[src/tpd_pkg.sv]
// Package for the thermal packet deframer: shared widths, default
// parameter values, result codes, register indexes and beat types.
// No dependencies.
package tpd_pkg;

    localparam int PACKETS_PER_SEGMENT_DEF = 60;
    localparam int PIXELS_PER_PACKET_DEF   = 80;
    localparam int SEGMENTS_PER_FRAME_DEF  = 4;
    localparam int PACKET_BYTES_DEF        = 164;

    localparam int BYTE_W  = 8;
    localparam int VALUE_W = 14;
    localparam int INDEX_W = 15;
    localparam int CAUSE_W = 2;
    localparam int CFG_W   = 16;
    localparam int CFG_IDX_W = 1;
    localparam int EXP_W   = 6;
    localparam int SEG_W   = 3;
    localparam int CNT_W   = 16;

    localparam logic [3:0]        DISCARD_NIBBLE       = 4'hf;
    localparam logic [BYTE_W-1:0] SEGMENT_CHECK_PACKET = 8'd20;
    localparam logic [BYTE_W-1:0] NO_PACKET            = 8'd255;
    localparam logic [CNT_W-1:0]  DISCARD_LIMIT_RESET  = 16'd1000;

    typedef enum logic {
        KIND_PIXEL  = 1'b0,
        KIND_RESYNC = 1'b1
    } t_kind;

    typedef enum logic [CAUSE_W-1:0] {
        CAUSE_BAD_PACKET    = 2'd0,
        CAUSE_SEG_MISMATCH  = 2'd1,
        CAUSE_DISCARD_LIMIT = 2'd2
    } t_cause;

    typedef enum logic [CFG_IDX_W-1:0] {
        CFG_FOUR_SEGMENT  = 1'b0,
        CFG_DISCARD_LIMIT = 1'b1
    } t_cfg_index;

    typedef struct packed {
        logic [BYTE_W-1:0] rx_byte;
        logic              packet_start;
    } t_item;

    typedef struct packed {
        t_kind              out_kind;
        logic [VALUE_W-1:0] pixel_value;
        logic [INDEX_W-1:0] pixel_index;
        logic               frame_done;
        t_cause             resync_cause;
    } t_result;

endpackage

[src/tpd_in_if.sv]
// Input channel of the deframer: one received byte per beat.
// Depends on tpd_pkg.
interface tpd_in_if import tpd_pkg::*; ();
    logic              valid;
    logic              ready;
    logic [BYTE_W-1:0] rx_byte;
    logic              packet_start;

    modport source (output valid, output rx_byte, output packet_start, input ready);
    modport sink   (input valid, input rx_byte, input packet_start, output ready);
endinterface

[src/tpd_out_if.sv]
// Output channel of the deframer: one pixel or resync result per beat.
// Depends on tpd_pkg.
interface tpd_out_if import tpd_pkg::*; ();
    logic               valid;
    logic               ready;
    logic               out_kind;
    logic [VALUE_W-1:0] pixel_value;
    logic [INDEX_W-1:0] pixel_index;
    logic               frame_done;
    logic [CAUSE_W-1:0] resync_cause;

    modport source (output valid, output out_kind, output pixel_value,
                    output pixel_index, output frame_done, output resync_cause,
                    input ready);
    modport sink   (input valid, input out_kind, input pixel_value,
                    input pixel_index, input frame_done, input resync_cause,
                    output ready);
endinterface

[src/tpd_in_stage.sv]
// Input register of the deframer: holds one accepted byte beat until the
// deframing logic takes it. Depends on tpd_pkg.
module tpd_in_stage import tpd_pkg::*; (
    input  logic  i_clk,
    input  logic  i_rst_n,
    input  logic  i_valid,
    input  t_item i_item,
    output logic  o_ready,
    input  logic  i_advance,
    output logic  o_valid,
    output t_item o_item
);
    logic  r_valid;
    logic  n_valid;
    t_item r_item;

    assign o_ready = !r_valid || i_advance;
    assign o_valid = r_valid;
    assign o_item  = r_item;

    always_comb begin
        n_valid = r_valid;
        if (o_ready) begin
            n_valid = i_valid;
        end
    end

    always_ff @(posedge i_clk) begin
        if (!i_rst_n) begin
            r_valid <= 1'b0;
        end else begin
            r_valid <= n_valid;
        end
    end

    always_ff @(posedge i_clk) begin
        if (o_ready && i_valid) begin
            r_item <= i_item;
        end
    end
endmodule

[src/tpd_deframe.sv]
// Deframing logic: packet position, header checks, discard counting,
// frame bookkeeping and the configuration registers. Depends on tpd_pkg.
module tpd_deframe import tpd_pkg::*; #(
    parameter int PACKETS_PER_SEGMENT = PACKETS_PER_SEGMENT_DEF,
    parameter int PIXELS_PER_PACKET   = PIXELS_PER_PACKET_DEF,
    parameter int SEGMENTS_PER_FRAME  = SEGMENTS_PER_FRAME_DEF,
    parameter int PACKET_BYTES        = PACKET_BYTES_DEF
) (
    input  logic                 i_clk,
    input  logic                 i_rst_n,
    input  logic                 i_cfg_we,
    input  logic [CFG_IDX_W-1:0] i_cfg_index,
    input  logic [CFG_W-1:0]     i_cfg_data,
    input  logic                 i_advance,
    input  t_item                i_item,
    output logic                 o_emit,
    output t_result              o_result
);
    localparam logic [BYTE_W-1:0]  PKT_BYTES   = BYTE_W'(PACKET_BYTES);
    localparam logic [BYTE_W-1:0]  MAX_PKT     = BYTE_W'(PACKETS_PER_SEGMENT - 1);
    localparam logic [EXP_W-1:0]   SEG_PKTS    = EXP_W'(PACKETS_PER_SEGMENT);
    localparam logic [6:0]         PIX_CNT     = 7'(PIXELS_PER_PACKET);
    localparam logic [6:0]         PIX_LAST    = 7'(PIXELS_PER_PACKET - 1);
    localparam logic [SEG_W-1:0]   SEG_CNT     = SEG_W'(SEGMENTS_PER_FRAME);
    localparam logic [INDEX_W-1:0] PKT_PIX     = INDEX_W'(PIXELS_PER_PACKET);
    localparam logic [INDEX_W-1:0] SEG_PIX     =
        INDEX_W'(PACKETS_PER_SEGMENT * PIXELS_PER_PACKET);

    logic             r_four_seg;
    logic [CNT_W-1:0] r_discard_limit;

    logic [BYTE_W-1:0] r_byte_pos,   n_byte_pos;
    logic [EXP_W-1:0]  r_expected,   n_expected;
    logic [SEG_W-1:0]  r_segment,    n_segment;
    logic [CNT_W-1:0]  r_discard,    n_discard;
    logic [BYTE_W-1:0] r_header,     n_header;
    logic              r_accepted,   n_accepted;
    logic [BYTE_W-1:0] r_high,       n_high;

    logic [BYTE_W-1:0]  pos;
    logic [BYTE_W-1:0]  pix_off;
    logic [6:0]         pix;
    logic [CNT_W-1:0]   disc_inc;
    logic [EXP_W-1:0]   exp_inc;
    logic [SEG_W-1:0]   seg_m1;
    logic [INDEX_W-1:0] seg_off;
    logic [INDEX_W-1:0] pkt_off;
    logic [BYTE_W-1:0]  b;

    assign b       = i_item.rx_byte;
    assign pos     = i_item.packet_start ? '0 : r_byte_pos;
    assign pix_off = pos - BYTE_W'(4);
    assign pix     = pix_off[7:1];
    assign exp_inc = r_expected + EXP_W'(1);
    assign seg_m1  = r_segment - SEG_W'(1);
    assign pkt_off = INDEX_W'({{(INDEX_W-EXP_W){1'b0}}, r_expected} * PKT_PIX);

    // The segment offset applies in four-segment mode only, and not for segment zero.
    always_comb begin
        seg_off = '0;
        if (r_four_seg && (r_segment != '0)) begin
            seg_off = INDEX_W'({{(INDEX_W-SEG_W){1'b0}}, seg_m1} * SEG_PIX);
        end
    end

    always_comb begin
        disc_inc = r_discard;
        if (r_discard != '1) begin
            disc_inc = r_discard + CNT_W'(1);
        end
    end

    always_comb begin
        n_byte_pos = (pos < PKT_BYTES) ? pos + BYTE_W'(1) : PKT_BYTES;
        n_expected = r_expected;
        n_segment  = r_segment;
        n_discard  = r_discard;
        n_header   = r_header;
        n_accepted = r_accepted;
        n_high     = r_high;

        o_emit                = 1'b0;
        o_result.out_kind     = KIND_PIXEL;
        o_result.pixel_value  = '0;
        o_result.pixel_index  = '0;
        o_result.frame_done   = 1'b0;
        o_result.resync_cause = CAUSE_BAD_PACKET;

        if (pos == BYTE_W'(0)) begin
            n_header   = b;
            n_accepted = 1'b0;
            if (b[3:0] == DISCARD_NIBBLE) begin
                n_discard = disc_inc;
                if (disc_inc > r_discard_limit) begin
                    n_discard             = '0;
                    o_emit                = 1'b1;
                    o_result.out_kind     = KIND_RESYNC;
                    o_result.resync_cause = CAUSE_DISCARD_LIMIT;
                end
            end
        end else if (pos == BYTE_W'(1)) begin
            if (r_header[3:0] != DISCARD_NIBBLE) begin
                if ((b > MAX_PKT) && (b != NO_PACKET)) begin
                    n_expected            = '0;
                    o_emit                = 1'b1;
                    o_result.out_kind     = KIND_RESYNC;
                    o_result.resync_cause = CAUSE_BAD_PACKET;
                end else if (r_four_seg && (b == SEGMENT_CHECK_PACKET) &&
                             (r_header[7:4] != {1'b0, r_segment})) begin
                    n_expected            = '0;
                    o_emit                = 1'b1;
                    o_result.out_kind     = KIND_RESYNC;
                    o_result.resync_cause = CAUSE_SEG_MISMATCH;
                end else if (b == {{(BYTE_W-EXP_W){1'b0}}, r_expected}) begin
                    n_accepted = 1'b1;
                end
            end
        end else if ((pos >= BYTE_W'(4)) && (pos < PKT_BYTES) && r_accepted &&
                     (pix < PIX_CNT)) begin
            if (!pix_off[0]) begin
                n_high = b;
            end else begin
                o_emit               = 1'b1;
                o_result.pixel_value = {r_high, b[7:2]};
                o_result.pixel_index = INDEX_W'(pix) + pkt_off + seg_off;
                if (pix == PIX_LAST) begin
                    n_accepted = 1'b0;
                    n_expected = exp_inc;
                    if (exp_inc >= SEG_PKTS) begin
                        n_expected = '0;
                        if (r_four_seg) begin
                            if (r_segment >= SEG_CNT) begin
                                n_segment           = SEG_W'(1);
                                o_result.frame_done = 1'b1;
                            end else begin
                                n_segment = r_segment + SEG_W'(1);
                            end
                        end else begin
                            o_result.frame_done = 1'b1;
                        end
                    end
                end
            end
        end
    end

    always_ff @(posedge i_clk) begin
        if (!i_rst_n) begin
            r_four_seg      <= 1'b1;
            r_discard_limit <= DISCARD_LIMIT_RESET;
        end else if (i_cfg_we) begin
            unique case (t_cfg_index'(i_cfg_index))
                CFG_FOUR_SEGMENT:  r_four_seg      <= i_cfg_data[0];
                CFG_DISCARD_LIMIT: r_discard_limit <= i_cfg_data;
                default: ;
            endcase
        end
    end

    always_ff @(posedge i_clk) begin
        if (!i_rst_n) begin
            r_byte_pos <= '0;
            r_expected <= '0;
            r_segment  <= SEG_W'(1);
            r_discard  <= '0;
            r_header   <= '0;
            r_accepted <= 1'b0;
            r_high     <= '0;
        end else if (i_advance) begin
            r_byte_pos <= n_byte_pos;
            r_expected <= n_expected;
            r_segment  <= n_segment;
            r_discard  <= n_discard;
            r_header   <= n_header;
            r_accepted <= n_accepted;
            r_high     <= n_high;
        end
    end
endmodule

[src/tpd_out_stage.sv]
// Result register of the deframer: holds one result beat until the sink
// takes it. Depends on tpd_pkg.
module tpd_out_stage import tpd_pkg::*; (
    input  logic    i_clk,
    input  logic    i_rst_n,
    input  logic    i_load,
    input  t_result i_result,
    output logic    o_can_load,
    output logic    o_valid,
    input  logic    i_ready,
    output t_result o_result
);
    logic    r_valid;
    logic    n_valid;
    t_result r_result;

    assign o_can_load = !r_valid || i_ready;
    assign o_valid    = r_valid;
    assign o_result   = r_result;

    always_comb begin
        n_valid = r_valid;
        if (i_load) begin
            n_valid = 1'b1;
        end else if (i_ready) begin
            n_valid = 1'b0;
        end
    end

    always_ff @(posedge i_clk) begin
        if (!i_rst_n) begin
            r_valid <= 1'b0;
        end else begin
            r_valid <= n_valid;
        end
    end

    always_ff @(posedge i_clk) begin
        if (i_load) begin
            r_result <= i_result;
        end
    end
endmodule

[src/thermal_packet_deframer.sv]
// Thermal camera SPI packet deframer. A byte's result, if any, passes from the input
// register through the header and pixel logic into the result register, which offers
// it to the sink. Throughput is one byte per cycle, set by the single pass through the
// header and pixel logic between those registers; a result held by the sink stalls the
// input. Synchronous active-low reset: empty stages, expected packet 0, segment 1,
// discard count 0, four-segment mode on, discard limit 1000.
module thermal_packet_deframer import tpd_pkg::*; #(
    parameter int PACKETS_PER_SEGMENT = PACKETS_PER_SEGMENT_DEF,
    parameter int PIXELS_PER_PACKET   = PIXELS_PER_PACKET_DEF,
    parameter int SEGMENTS_PER_FRAME  = SEGMENTS_PER_FRAME_DEF,
    parameter int PACKET_BYTES        = PACKET_BYTES_DEF
) (
    input  logic                 i_clk,
    input  logic                 i_rst_n,
    input  logic                 i_cfg_we,
    input  logic [CFG_IDX_W-1:0] i_cfg_index,
    input  logic [CFG_W-1:0]     i_cfg_data,
    tpd_in_if.sink               i_in,
    tpd_out_if.source            o_out
);
    t_item   in_item;
    t_item   stage_item;
    logic    stage_valid;
    logic    can_load;
    logic    advance;
    logic    emit;
    t_result result;
    t_result out_result;

    assign in_item.rx_byte      = i_in.rx_byte;
    assign in_item.packet_start = i_in.packet_start;

    // A staged beat moves on only when the result register has room for it.
    assign advance = stage_valid && can_load;

    tpd_in_stage u_in_stage (
        .i_clk     (i_clk),
        .i_rst_n   (i_rst_n),
        .i_valid   (i_in.valid),
        .i_item    (in_item),
        .o_ready   (i_in.ready),
        .i_advance (advance),
        .o_valid   (stage_valid),
        .o_item    (stage_item)
    );

    tpd_deframe #(
        .PACKETS_PER_SEGMENT (PACKETS_PER_SEGMENT),
        .PIXELS_PER_PACKET   (PIXELS_PER_PACKET),
        .SEGMENTS_PER_FRAME  (SEGMENTS_PER_FRAME),
        .PACKET_BYTES        (PACKET_BYTES)
    ) u_deframe (
        .i_clk       (i_clk),
        .i_rst_n     (i_rst_n),
        .i_cfg_we    (i_cfg_we),
        .i_cfg_index (i_cfg_index),
        .i_cfg_data  (i_cfg_data),
        .i_advance   (advance),
        .i_item      (stage_item),
        .o_emit      (emit),
        .o_result    (result)
    );

    tpd_out_stage u_out_stage (
        .i_clk      (i_clk),
        .i_rst_n    (i_rst_n),
        .i_load     (advance && emit),
        .i_result   (result),
        .o_can_load (can_load),
        .o_valid    (o_out.valid),
        .i_ready    (o_out.ready),
        .o_result   (out_result)
    );

    assign o_out.out_kind     = out_result.out_kind;
    assign o_out.pixel_value  = out_result.pixel_value;
    assign o_out.pixel_index  = out_result.pixel_index;
    assign o_out.frame_done   = out_result.frame_done;
    assign o_out.resync_cause = out_result.resync_cause;
endmodule
[src/flat_wrapper.sv]
// flat-port wrapper written by rule: the top's interface ports become plain ports
module thermal_packet_deframer_flat import tpd_pkg::*;
#(
    parameter int PACKETS_PER_SEGMENT = PACKETS_PER_SEGMENT_DEF,
    parameter int PIXELS_PER_PACKET   = PIXELS_PER_PACKET_DEF,
    parameter int SEGMENTS_PER_FRAME  = SEGMENTS_PER_FRAME_DEF,
    parameter int PACKET_BYTES        = PACKET_BYTES_DEF
)
  (i_clk, i_rst_n, i_cfg_we, i_cfg_index, i_cfg_data, i_in_valid, i_in_rx_byte, i_in_packet_start, i_in_ready, o_out_valid, o_out_out_kind, o_out_pixel_value, o_out_pixel_index, o_out_frame_done, o_out_resync_cause, o_out_ready);
  tpd_in_if i_in_i ();
  tpd_out_if o_out_i ();
  input  logic i_clk;
  input  logic i_rst_n;
  input  logic i_cfg_we;
  input  logic [CFG_IDX_W-1:0] i_cfg_index;
  input  logic [CFG_W-1:0] i_cfg_data;
  input wire logic [$bits(i_in_i.valid)-1:0] i_in_valid;
  input wire logic [$bits(i_in_i.rx_byte)-1:0] i_in_rx_byte;
  input wire logic [$bits(i_in_i.packet_start)-1:0] i_in_packet_start;
  output wire logic [$bits(i_in_i.ready)-1:0] i_in_ready;
  output wire logic [$bits(o_out_i.valid)-1:0] o_out_valid;
  output wire logic [$bits(o_out_i.out_kind)-1:0] o_out_out_kind;
  output wire logic [$bits(o_out_i.pixel_value)-1:0] o_out_pixel_value;
  output wire logic [$bits(o_out_i.pixel_index)-1:0] o_out_pixel_index;
  output wire logic [$bits(o_out_i.frame_done)-1:0] o_out_frame_done;
  output wire logic [$bits(o_out_i.resync_cause)-1:0] o_out_resync_cause;
  input wire logic [$bits(o_out_i.ready)-1:0] o_out_ready;
  assign i_in_i.valid = i_in_valid;
  assign i_in_i.rx_byte = i_in_rx_byte;
  assign i_in_i.packet_start = i_in_packet_start;
  assign i_in_ready = i_in_i.ready;
  assign o_out_valid = o_out_i.valid;
  assign o_out_out_kind = o_out_i.out_kind;
  assign o_out_pixel_value = o_out_i.pixel_value;
  assign o_out_pixel_index = o_out_i.pixel_index;
  assign o_out_frame_done = o_out_i.frame_done;
  assign o_out_resync_cause = o_out_i.resync_cause;
  assign o_out_i.ready = o_out_ready;
  thermal_packet_deframer #(.PACKETS_PER_SEGMENT(PACKETS_PER_SEGMENT), .PIXELS_PER_PACKET(PIXELS_PER_PACKET), .SEGMENTS_PER_FRAME(SEGMENTS_PER_FRAME), .PACKET_BYTES(PACKET_BYTES)) u_core (.i_clk(i_clk), .i_rst_n(i_rst_n), .i_cfg_we(i_cfg_we), .i_cfg_index(i_cfg_index), .i_cfg_data(i_cfg_data), .i_in(i_in_i), .o_out(o_out_i));
endmodule
[config.mk]
export PLATFORM = sky130hd
export DESIGN_NAME = thermal_packet_deframer_flat
export DESIGN_NICKNAME = d
export VERILOG_FILES = /design/src/tpd_pkg.sv /design/src/tpd_in_if.sv /design/src/tpd_out_if.sv /design/src/tpd_in_stage.sv /design/src/tpd_deframe.sv /design/src/tpd_out_stage.sv /design/src/thermal_packet_deframer.sv /design/src/flat_wrapper.sv
export SDC_FILE = /design/constraint.sdc
export NUM_CORES = 1
export LEC_CHECK = 0
export BUFFER_PORTS_ARGS = -buffer_cell sky130_fd_sc_hd__buf_2
export CAP_MARGIN = 20
export CORE_ASPECT_RATIO = 0.5
export CORE_MARGIN = 3
export CORE_UTILIZATION = 54
export DETAILED_ROUTE_END_ITERATION = 6
export PLACE_DENSITY = 0.74
export SYNTH_ARGS = -nofsm -noshare
export SYNTH_HDL_FRONTEND = slang
export SYNTH_HIERARCHICAL = 1
export SYNTH_SLANG_ARGS = --single-unit
[constraint.sdc]
create_clock -name i_clk -period 5 [get_ports i_clk]
set_clock_uncertainty 0.2 [all_clocks]
set_input_delay 1.5 -clock i_clk [delete_from_list [all_inputs] [get_ports i_clk]]
set_output_delay 1.5 -clock i_clk [all_outputs]
set_load 0.01 [all_outputs]
==> results.py, run 1 <==
metrics = {
    "logic_synthesis": {
        "ys_ff_latch": 111,
        "post-synth-top-count-cell": "nand2_1",
        "yosys.area.top_type": "dfxtp_1",
        "ys_async_sr_fraction_pct": 0,
        "synth_warnings": 6,
        "syn_nets": 834,
        "synth_cells": 744,
        "synth_enable_flop_cells": 42,
        "synth_cell_types": 79,
        "yosysTopAreaCellShare_pct": 20.4,
        "synth_area_sq_mm": 0.00678,
        "ys_seq_area_share_pct": 39.0,
        "avgSynthCellArea_sq_um": 9.11,
        "synthTopCellsByArea": "dfxtp_1, edfxtp_1, ha_1",
        "ys_top_cells_by_count": "nand2_1, nor2_1, dfxtp_1",
        "synth-main-ff-cell": "dfxtp_1",
    },
    "detailed_routing": {
        "dr_total_vias": 5504,
        "drc": 0,
        "avgRoutedWirePerCell_um": 15.4,
        "final_antenna_net_count": 0,
        "finalWirelength_mm": 14.9,
        "viasPerCell": 5.67,
        "drt_iter0_drc": 364,
        "drt_first_pass_iters": 5,
    },
    "worst_setup_path": {
        "ff2ff_path_depth": 14,
        "r2r-start": "u_core/u_deframe/r_discard[0]$_SDFFE_PN0P_",
        "end_kind": "register",
        "crit_fanout": 34,
        "cp-start-kind": "register",
        "cp.arrival_ns": 4.60,
        "required_ns": 4.86,
        "reg2reg_slack_ns": 0.25,
        "critical_path_class": "reg -> reg",
        "rr_endpoint": "u_core/u_out_stage/o_result[0]$_DFFE_PP_",
    },
    "clock_tree": {
        "htree_levels": 3,
        "cts.sinks": 111,
        "clockRootBuffer": "clkbuf_16",
        "cts_resized": 0,
        "clk_pin_slew_worst_paths_ns": 0.08,
        "tritoncts": "done",
        "clock_latency_ns": 0.36,
        "cts_hold_buf": 0,
        "clk_path_buf_depth": 2,
        "cts_made_buffers": 9,
    },
    "floorplan": {
        "die_y_um": 85.2,
        "ios": 66,
        "rows": 28,
        "die_area_sq_mm": 0.0140,
        "die_w_um": 164,
        "coreArea_sq_mm": 0.0120,
        "initial_core_util_pct": 56.4,
    },
    "layout": {
        "diodes": 0,
        "drive_gt1_share_pct": 15.8,
        "utilization_pct": 63.0,
        "layout.nets": 890,
        "area_growth_pct": 11.8,
        "final_area_sq_mm": 0.00757,
    },
    "placement": {
        "dp_hpwl_mm": 10.9,
        "dpl_cell_area_sq_mm": 0.00721,
        "place.gp.congestion": 0.922,
        "port_buffers": 65,
    },
    "power": {
        "total_power_uw": 1810,
        "powerDensity_mw_per_mm2": 239,
        "p_leak_uw": 0.00328,
        "ir_worst_vdd_mv": 0.156,
    },
    "sta": {
        "finalSetupViolations": 0,
        "period_share_pct": 94.9,
        "final-hold-violation-count": 0,
        "worst_pin_slew_ns": 0.771,
        "slew_headroom_pct": 47.8,
        "final_max_slew_viol_count": 0,
        "max_freq_mhz": 211,
        "period_minus_slack_ns": 4.75,
        "whs_ns": 0.254,
    },
    "outcome": {
        "outcome": "complete, no violations",
    },
    "grt": {
        "grt_start_max_net_pins": 42,
        "grt_antenna_before_repair": 0,
        "grt_use_total_pct": 21.7,
        "grt_pass1_wl_mm": 24.7,
        "gr-total-overflow": 0,
        "grt_pass1_vias": 5109,
    },
    "worst_hold_path": {
        "worstHoldStart": "u_core/u_deframe/r_high[5]$_SDFFE_PN0P_",
        "min_to": "u_core/u_deframe/r_high[5]$_SDFFE_PN0P_",
        "hold_class": "reg -> reg",
        "worstHoldPathCells": 2,
    },
    "run": {
        "cap_violations": 0,
    },
}
==> layout make-up <==
cell class,instances,area [sq um]
fillers,1057,4440
repair buffers,79,454
clock inverters,7,93.8
well taps,165,206
multi-input cells,557,3790
inverters,42,158
clock buffers,9,225
flip-flops and latches,111,2640
==> worst max-delay path, stage by stage (launching register included) <==
cell and delay (ns):
dfxtp_1 0.50, ha_1 0.36, and4_1 0.27, and2_1 0.22, nand3_1 0.13, mux2_2 0.29
ha_1 0.30, nand4_1 0.18, or3_1 0.41, a21o_1 0.17, and4b_1 0.23, or2_2 0.40
o311ai_1 0.30, and3_1 0.25, buf_12 0.22
==> power breakdown <==
part / leakage [uW] / total [uW] / internal [uW] / switching (uW)
combinational: 0.00214 / 108 / 43.4 / 64.6
sequential: 0.000982 / 967 / 950 / 16.2
clock: 0.000154 / 736 / 363 / 373
total: 0.00328 / 1810 / 1360 / 454
==> registers in the layout, summed over array words and instances, names as in the netlist, 3 cells and up <==
register / flops
u_core/u_deframe/r_segment: 3
u_core/u_deframe/r_high: 8
u_core/u_out_stage/o_result: 33
u_core/u_deframe/r_expected: 6
u_core/u_deframe/r_discard_limit: 16
u_core/u_in_stage/o_item: 9
u_core/u_deframe/r_byte_pos: 8
u_core/u_deframe/r_header: 8
u_core/u_deframe/r_discard: 16
==> layout by cell type, fill, tap and decap left out, types with 8 or more instances in the layout <==
cell,count
nand2_1,96
nor2_1,70
dfxtp_1,69
buf_2,65
ha_1,56
inv_1,42
edfxtp_1,42
a21oi_1,41
and3_1,25
o21ai_0,22
nand4_1,21
nand3_1,21
xor2_1,21
xnor2_1,20
mux2i_1,19
buf_4,11
o211ai_1,10
clkbuf_16,9
nand2b_1,9
and2_1,8
==> timing repair <==
action,4_1_cts,5_1_grt
endpoints found under the setup margin,0,34
setup buffers,0,2
endpoints found under the hold margin,0,0
==> stage by stage <==
step                      TNS [ns]  worst slack, ns  std cells
final                            0            0.254        970
after CTS                        0            0.265        966
after detailed placement         0            0.346        950
after floorplan                  0           0.0608        744
after global routing        -0.158          -0.0126        970
after global placement           0            0.491        950
==> per-layer routing <==
layer  track usage, %  wire length, um  vias to the layer above
met4             5.40              194                        0
li1                 -                -                     2753
met5                0                0                        -
met2             36.4             6840                      161
met1             29.5             7030                     2567
met3             3.75              867                       23
==> worst max-delay path by stage <==
stage,from,endpoint,slack (ns),cells past startpoint
2_1_floorplan,u_core/u_deframe/r_discard[5]$_SDFFE_PN0P_,u_core/u_out_stage/o_result[0]$_DFFE_PP_,0.06,15
3_3_place_gp,u_core/u_deframe/r_discard[0]$_SDFFE_PN0P_,u_core/u_out_stage/o_result[15]$_DFFE_PP_,0.49,15
3_5_place_dp,u_core/u_deframe/r_discard[0]$_SDFFE_PN0P_,u_core/u_out_stage/o_result[17]$_DFFE_PP_,0.35,15
4_1_cts,u_core/u_deframe/r_discard[0]$_SDFFE_PN0P_,u_core/u_out_stage/o_result[17]$_DFFE_PP_,0.26,15
5_1_grt,u_core/u_deframe/r_discard[0]$_SDFFE_PN0P_,u_core/u_out_stage/o_result[0]$_DFFE_PP_,-0.01,14
6_report,u_core/u_deframe/r_discard[0]$_SDFFE_PN0P_,u_core/u_out_stage/o_result[0]$_DFFE_PP_,0.25,14
==> logic make-up (layout without fill, tap and decap cells) <==
| family | after synthesis | count (layout) | share of synthesized area, % |
|---|---|---|---|
| AO/OA/AOI/OAI | 128 | 128 | 12.7 |
| buffers and inverters | 76 | 137 | 5.00 |
| AND/OR/NAND/NOR | 304 | 304 | 23.0 |
| adder cells (fa/ha/maj) | 59 | 59 | 11.2 |
| flip-flops | 111 | 111 | 39.0 |
| XOR/XNOR | 41 | 41 | 5.30 |
| multiplexers | 25 | 25 | 3.80 |
No activity file was read; power rests on OpenSTA's default activity.
==> run 2, diff against run 1 <==
--- a/config.mk
+++ b/config.mk
@@ -8,7 +8,6 @@
 export BUFFER_PORTS_ARGS = -buffer_cell sky130_fd_sc_hd__buf_2
 export CAP_MARGIN = 20
 export CORE_ASPECT_RATIO = 0.5
-export CORE_MARGIN = 3
 export CORE_UTILIZATION = 54
 export DETAILED_ROUTE_END_ITERATION = 6
 export PLACE_DENSITY = 0.74
==> constraint.sdc (replaced) <==
create_clock -name i_clk -period 5 [get_ports i_clk]
set_clock_uncertainty 0.2 [all_clocks]
set_input_delay 0.75 -clock i_clk [delete_from_list [all_inputs] [get_ports i_clk]]
set_output_delay 0.75 -clock i_clk [all_outputs]
set_load 0.01 [all_outputs]
==> results.py, run 2 (same netlist as run 1, synthesis figures left out) <==
metrics = {
    "layout": {
        "final_cell_mix": "nand2_1, nor2_1, dfxtp_1",
        "final_common_cell": "nand2_1",
        "area_growth_pct": 11.4,
        "largest_reg_flops": 33,
        "utilization_pct": 62.8,
        "drive_gt1_share_pct": 15.7,
        "diodes": 0,
        "layout.nets": 888,
        "nFillCells": 1039,
        "final_cells": 968,
    },
    "sta": {
        "fin_ws_ns": 0.276,
        "period_minus_slack_ns": 4.72,
        "worst_pin_slew_ns": 1.07,
        "slew_headroom_pct": 28.5,
        "period_share_pct": 94.5,
        "finalSetupTns_ns": 0,
        "rsz0062_at_grt": "false",
        "max_freq_mhz": 212,
        "finalSetupViolations": 0,
        "final-hold-violation-count": 0,
        "whs_ns": 0.257,
        "final_max_slew_viol_count": 0,
    },
    "placement": {
        "port_buffers": 65,
        "post-place-ws_ns": 0.254,
        "placed_cells": 951,
        "place.gp.congestion": 0.941,
        "dp_hpwl_mm": 10.9,
    },
    "grt": {
        "grt_antenna_before_repair": 0,
        "gr-total-overflow": 0,
        "grt_pass1_wl_mm": 23.8,
        "grt_pass1_vias": 5065,
        "grt_start_max_net_pins": 43,
        "grt_use_total_pct": 22.9,
    },
    "worst_hold_path": {
        "hold_class": "reg -> reg",
        "min_to": "u_core/u_deframe/r_high[1]$_SDFFE_PN0P_",
        "worstHoldPathCells": 2,
        "worstHoldStart": "u_core/u_deframe/r_high[1]$_SDFFE_PN0P_",
    },
    "power": {
        "ir_worst_vdd_mv": 0.151,
        "powerDensity_mw_per_mm2": 238,
        "p_leak_uw": 0.00326,
    },
    "detailed_routing": {
        "drt_iter0_drc": 380,
        "avgRoutedWirePerCell_um": 15.0,
        "drc": 0,
        "dr_total_vias": 5462,
        "viasPerCell": 5.64,
        "finalWirelength_mm": 14.5,
        "final_antenna_net_count": 0,
        "drt_first_pass_iters": 5,
    },
    "clock_tree": {
        "cts_hold_buf": 0,
        "clock_latency_ns": 0.35,
        "htree_levels": 3,
        "clockRootBuffer": "clkbuf_16",
        "tritoncts": "done",
        "cts_made_buffers": 9,
        "cts.sinks": 111,
        "clk_path_buf_depth": 2,
        "clk_pin_slew_worst_paths_ns": 0.08,
        "cts_setup_buffers": 0,
    },
    "floorplan": {
        "coreArea_sq_mm": 0.0120,
        "ios": 66,
        "die_y_um": 81.2,
        "initial_core_util_pct": 56.4,
        "die_area_sq_mm": 0.0130,
        "rows": 28,
        "die_w_um": 160,
    },
    "outcome": {
        "outcome": "complete, no violations",
    },
    "worst_setup_path": {
        "ff2ff_path_depth": 14,
        "cp-start-kind": "register",
        "required_ns": 4.85,
        "cp.arrival_ns": 4.57,
        "r2r-start": "u_core/u_deframe/r_discard[1]$_SDFFE_PN0P_",
        "rr_endpoint": "u_core/u_out_stage/o_result[8]$_DFFE_PP_",
        "critical_path_class": "reg -> reg",
        "crit_fanout": 30,
        "reg2reg_slack_ns": 0.28,
        "end_kind": "register",
    },
    "run": {
        "cap_violations": 0,
    },
}
[run 2: repair_timing]
item                       CTS  global route
setup endpoints to repair    0            30
hold endpoints to repair     0             0
gates resized for setup      0             1
[run 2: how the worst max path moves through the flow]
stage                     slack (ns)                                  startpoint  cells after the start                                   endpoint
final                           0.28  u_core/u_deframe/r_discard[1]$_SDFFE_PN0P_                     14   u_core/u_out_stage/o_result[8]$_DFFE_PP_
after global routing            0.03  u_core/u_deframe/r_discard[1]$_SDFFE_PN0P_                     14   u_core/u_out_stage/o_result[8]$_DFFE_PP_
after CTS                       0.24  u_core/u_deframe/r_discard[1]$_SDFFE_PN0P_                     14  u_core/u_out_stage/o_result[17]$_DFFE_PP_
after detailed placement        0.25  u_core/u_deframe/r_discard[1]$_SDFFE_PN0P_                     14  u_core/u_out_stage/o_result[17]$_DFFE_PP_
after global placement          0.34  u_core/u_deframe/r_discard[1]$_SDFFE_PN0P_                     14  u_core/u_out_stage/o_result[17]$_DFFE_PP_
after floorplan                 0.06  u_core/u_deframe/r_discard[5]$_SDFFE_PN0P_                     15   u_core/u_out_stage/o_result[0]$_DFFE_PP_
[run 2: critical path, stage by stage (launching register included)]
cell and delay, ns:
dfxtp_1 0.45, ha_1 0.33, and4_1 0.27, and2_1 0.21, nand3_1 0.15, mux2_2 0.30, ha_1 0.29, nand4_1 0.16
or3_1 0.41, a21o_1 0.17, and4b_1 0.23, or2_2 0.39, o311ai_1 0.33, and3_2 0.32, buf_12 0.21
[run 2: layout make-up]
cell class              count  area [sq um]  share of cell area (%)
multi-input cells         557          3790                    50.3
flip-flops and latches    111          2640                    35.0
repair buffers             77           435                    5.77
clock buffers               9           225                    2.98
well taps                 165           206                    2.73
inverters                  42           158                    2.09
clock inverters             7          86.3                    1.14
[run 2: stage by stage]
| step | instance area [sq um] | total power (uW) |
|---|---|---|
| floorplan | 6780 | 1050 |
| global placement | 7220 | 1090 |
| detailed placement | 7220 | 1090 |
| CTS | 7530 | 1810 |
| global route | 7550 | 1860 |
| finish | 7550 | 1790 |
[run 2: where the power goes]
group / internal (uW) / total [uW] / leakage, uW / switching, uW
registers: 950 / 965 / 0.000982 / 15.0
clock network: 360 / 721 / 0.000151 / 361
logic: 42.9 / 107 / 0.00213 / 64.5
total: 1350 / 1790 / 0.00326 / 440
[run 2: per-layer routing]
layer,wire length (um),global-route usage (%),vias to the layer above
met5,0,0,-
met3,767,4.39,17
li1,-,-,2751
met1,6770,28.5,2521
met4,172,6.38,0
met2,6830,41.2,173
==> run 3, diff against run 2 <==
--- a/config.mk
+++ b/config.mk
@@ -8,9 +8,11 @@
 export BUFFER_PORTS_ARGS = -buffer_cell sky130_fd_sc_hd__buf_2
 export CAP_MARGIN = 20
 export CORE_ASPECT_RATIO = 0.5
-export CORE_UTILIZATION = 54
+export CORE_UTILIZATION = 55
+export CTS_BUF_LIST = sky130_fd_sc_hd__clkbuf_8
 export DETAILED_ROUTE_END_ITERATION = 6
-export PLACE_DENSITY = 0.74
+export PLACE_DENSITY = 0.75
+export REMOVE_ABC_BUFFERS = 1
 export SYNTH_ARGS = -nofsm -noshare
 export SYNTH_HDL_FRONTEND = slang
 export SYNTH_HIERARCHICAL = 1
==> results.py, run 3 (same netlist as run 1, synthesis figures left out) <==
metrics = {
    "worst_hold_path": {
        "worstHoldStart": "u_core/u_deframe/r_discard_limit[10]$_SDFFE_PN0P_",
        "hold_class": "reg -> reg",
    },
    "sta": {
        "finalSetupViolations": 0,
        "slew_headroom_pct": 33.7,
        "period_share_pct": 95.3,
        "final-hold-violation-count": 0,
        "rsz0062_at_grt": "false",
        "finalSetupTns_ns": 0,
        "max_freq_mhz": 210,
        "final_max_slew_viol_count": 0,
        "whs_ns": 0.264,
        "worst_pin_slew_ns": 0.994,
        "period_minus_slack_ns": 4.77,
        "fin_ws_ns": 0.233,
    },
    "detailed_routing": {
        "drt_iter0_drc": 377,
        "drt_first_pass_iters": 6,
        "final_antenna_net_count": 0,
        "avgRoutedWirePerCell_um": 14.9,
        "finalWirelength_mm": 14.4,
        "viasPerCell": 5.66,
        "dr_total_vias": 5457,
        "drc": 0,
    },
    "clock_tree": {
        "clk_path_buf_depth": 2,
        "cts_resized": 0,
        "cts_setup_buffers": 0,
        "htree_levels": 3,
        "cts_made_buffers": 9,
        "clockRootBuffer": "clkbuf_8",
        "clk_pin_slew_worst_paths_ns": 0.11,
        "tritoncts": "done",
        "clock_latency_ns": 0.38,
        "cts_hold_buf": 0,
        "cts.sinks": 111,
    },
    "floorplan": {
        "coreArea_sq_mm": 0.0119,
        "initial_core_util_pct": 56.9,
        "die_y_um": 80.5,
        "ios": 66,
        "rows": 28,
        "die_area_sq_mm": 0.0128,
        "die_w_um": 159,
    },
    "worst_setup_path": {
        "cp-startpoint": "u_core/u_deframe/r_discard[0]$_SDFFE_PN0P_",
        "max_stage_delay_ns": 0.49,
        "r2r-start": "u_core/u_deframe/r_discard[0]$_SDFFE_PN0P_",
        "reg2reg_slack_ns": 0.23,
        "cp_slowest_cell": "dfxtp_1",
        "rr_endpoint": "u_core/u_out_stage/o_result[4]$_DFFE_PP_",
        "required_ns": 4.89,
        "critical_path_class": "reg -> reg",
        "cp-start-kind": "register",
        "crit_end": "u_core/u_out_stage/o_result[4]$_DFFE_PP_",
        "crit_buf_inv": 1,
        "end_kind": "register",
        "cpLargestDelayFamily": "simple AND/OR/NAND/NOR gates",
        "ff2ff_path_depth": 15,
        "crit_fanout": 34,
        "crit_cells": 15,
        "crit_chain": "ha_1 > and4_1 > nand4_1 > nand2_1 > nor2_1 > xor2_1 > ha_1 > nand4_1 > or3_1 > a21o_1 > and4b_1 > or2_2 > o311ai_1 > and3_1 > buf_12",
        "cp.arrival_ns": 4.65,
    },
    "layout": {
        "diodes": 0,
        "area_growth_pct": 9.38,
        "drive_gt1_share_pct": 15.1,
        "final_cell_mix": "nand2_1, nor2_1, dfxtp_1",
        "final_area_sq_mm": 0.00741,
        "layout.nets": 884,
        "largest_reg_flops": 33,
        "final_common_cell": "nand2_1",
    },
    "run": {
        "cap_violations": 0,
    },
    "grt": {
        "grt_pass1_vias": 5269,
        "gr-total-overflow": 0,
        "grt_antenna_before_repair": 0,
        "grt_pass1_wl_mm": 24.4,
        "grt_use_total_pct": 23.6,
        "grt_start_max_net_pins": 43,
    },
    "placement": {
        "dp_hpwl_mm": 10.6,
        "port_buffers": 65,
        "place.gp.congestion": 0.914,
        "post-place-ws_ns": 0.315,
        "dpl_cell_area_sq_mm": 0.00720,
    },
    "power": {
        "p_leak_uw": 0.00319,
        "ir_worst_vdd_mv": 0.132,
        "powerDensity_mw_per_mm2": 221,
    },
    "outcome": {
        "outcome": "complete, no violations",
    },
}
run 3: cell count changes in the layout (fill, tap and decap cells not counted), sizes merged:
cell      change
clkinvlp      +1
clkinv        -1
inv           -1
buf           -4
bufinv        +1
run 3: through the flow:
step	util [%]	power, uW	cells
final	62.2	1640	964
after global routing	62.2	1700	964
after CTS	62.2	1650	964
after floorplan	-	1050	710
after detailed placement	60.4	1090	948
after global placement	60.4	1090	948
run 3: metal layers:
layer | GRT usage (%) | routed length, um | vias to the layer above
met4 | 7.50 | 231 | 0
met2 | 41.8 | 6790 | 148
met5 | 0 | 0 | -
met3 | 4.34 | 635 | 27
li1 | - | - | 2741
met1 | 29.6 | 6730 | 2541
run 3: worst reg2reg max path: cells and delay by family, from the launching register on:
kind	cells	cell delay, ns
AOI/OAI and AO/OA	2	0.44
adders and majority gates	2	0.64
buffers and inverters	1	0.21
xor gates and xnor gates	1	0.15
DFF	1	0.49
and+or+nand+nor	9	2.30
run 3: final cells by class:
class                           instances  area (sq um)
Clock buffer                            9           124
Clock inverter                          7          88.8
Fill cell                            1041          4500
Inverter                               42           158
Multi-Input combinational cell        557          3790
Sequential cell                       111          2640
Tap cell                              165           206
Timing Repair Buffer                   73           398
run 3: where the power goes:
group | leakage [uW] | switching (uW) | internal, uW
sequential | 0.000982 | 17.9 | 951
combinational | 0.00211 | 61.4 | 41.0
clock | 0.000104 | 323 | 242
total | 0.00319 | 402 | 1230
run 3: worst min path at each step:
| stage | to | slack [ns] | depth (start not counted) |
|---|---|---|---|
| after floorplan | u_core/u_deframe/r_high[0]$_SDFFE_PN0P_ | 0.23 | 2 |
| after global placement | u_core/u_deframe/r_high[0]$_SDFFE_PN0P_ | 0.24 | 2 |
| after detailed placement | u_core/u_deframe/r_high[3]$_SDFFE_PN0P_ | 0.24 | 2 |
| after CTS | u_core/u_deframe/r_high[3]$_SDFFE_PN0P_ | 0.26 | 2 |
| after global routing | u_core/u_deframe/r_discard_limit[14]$_SDFFE_PN0P_ | 0.29 | 2 |
| final | u_core/u_deframe/r_discard_limit[10]$_SDFFE_PN0P_ | 0.26 | 2 |
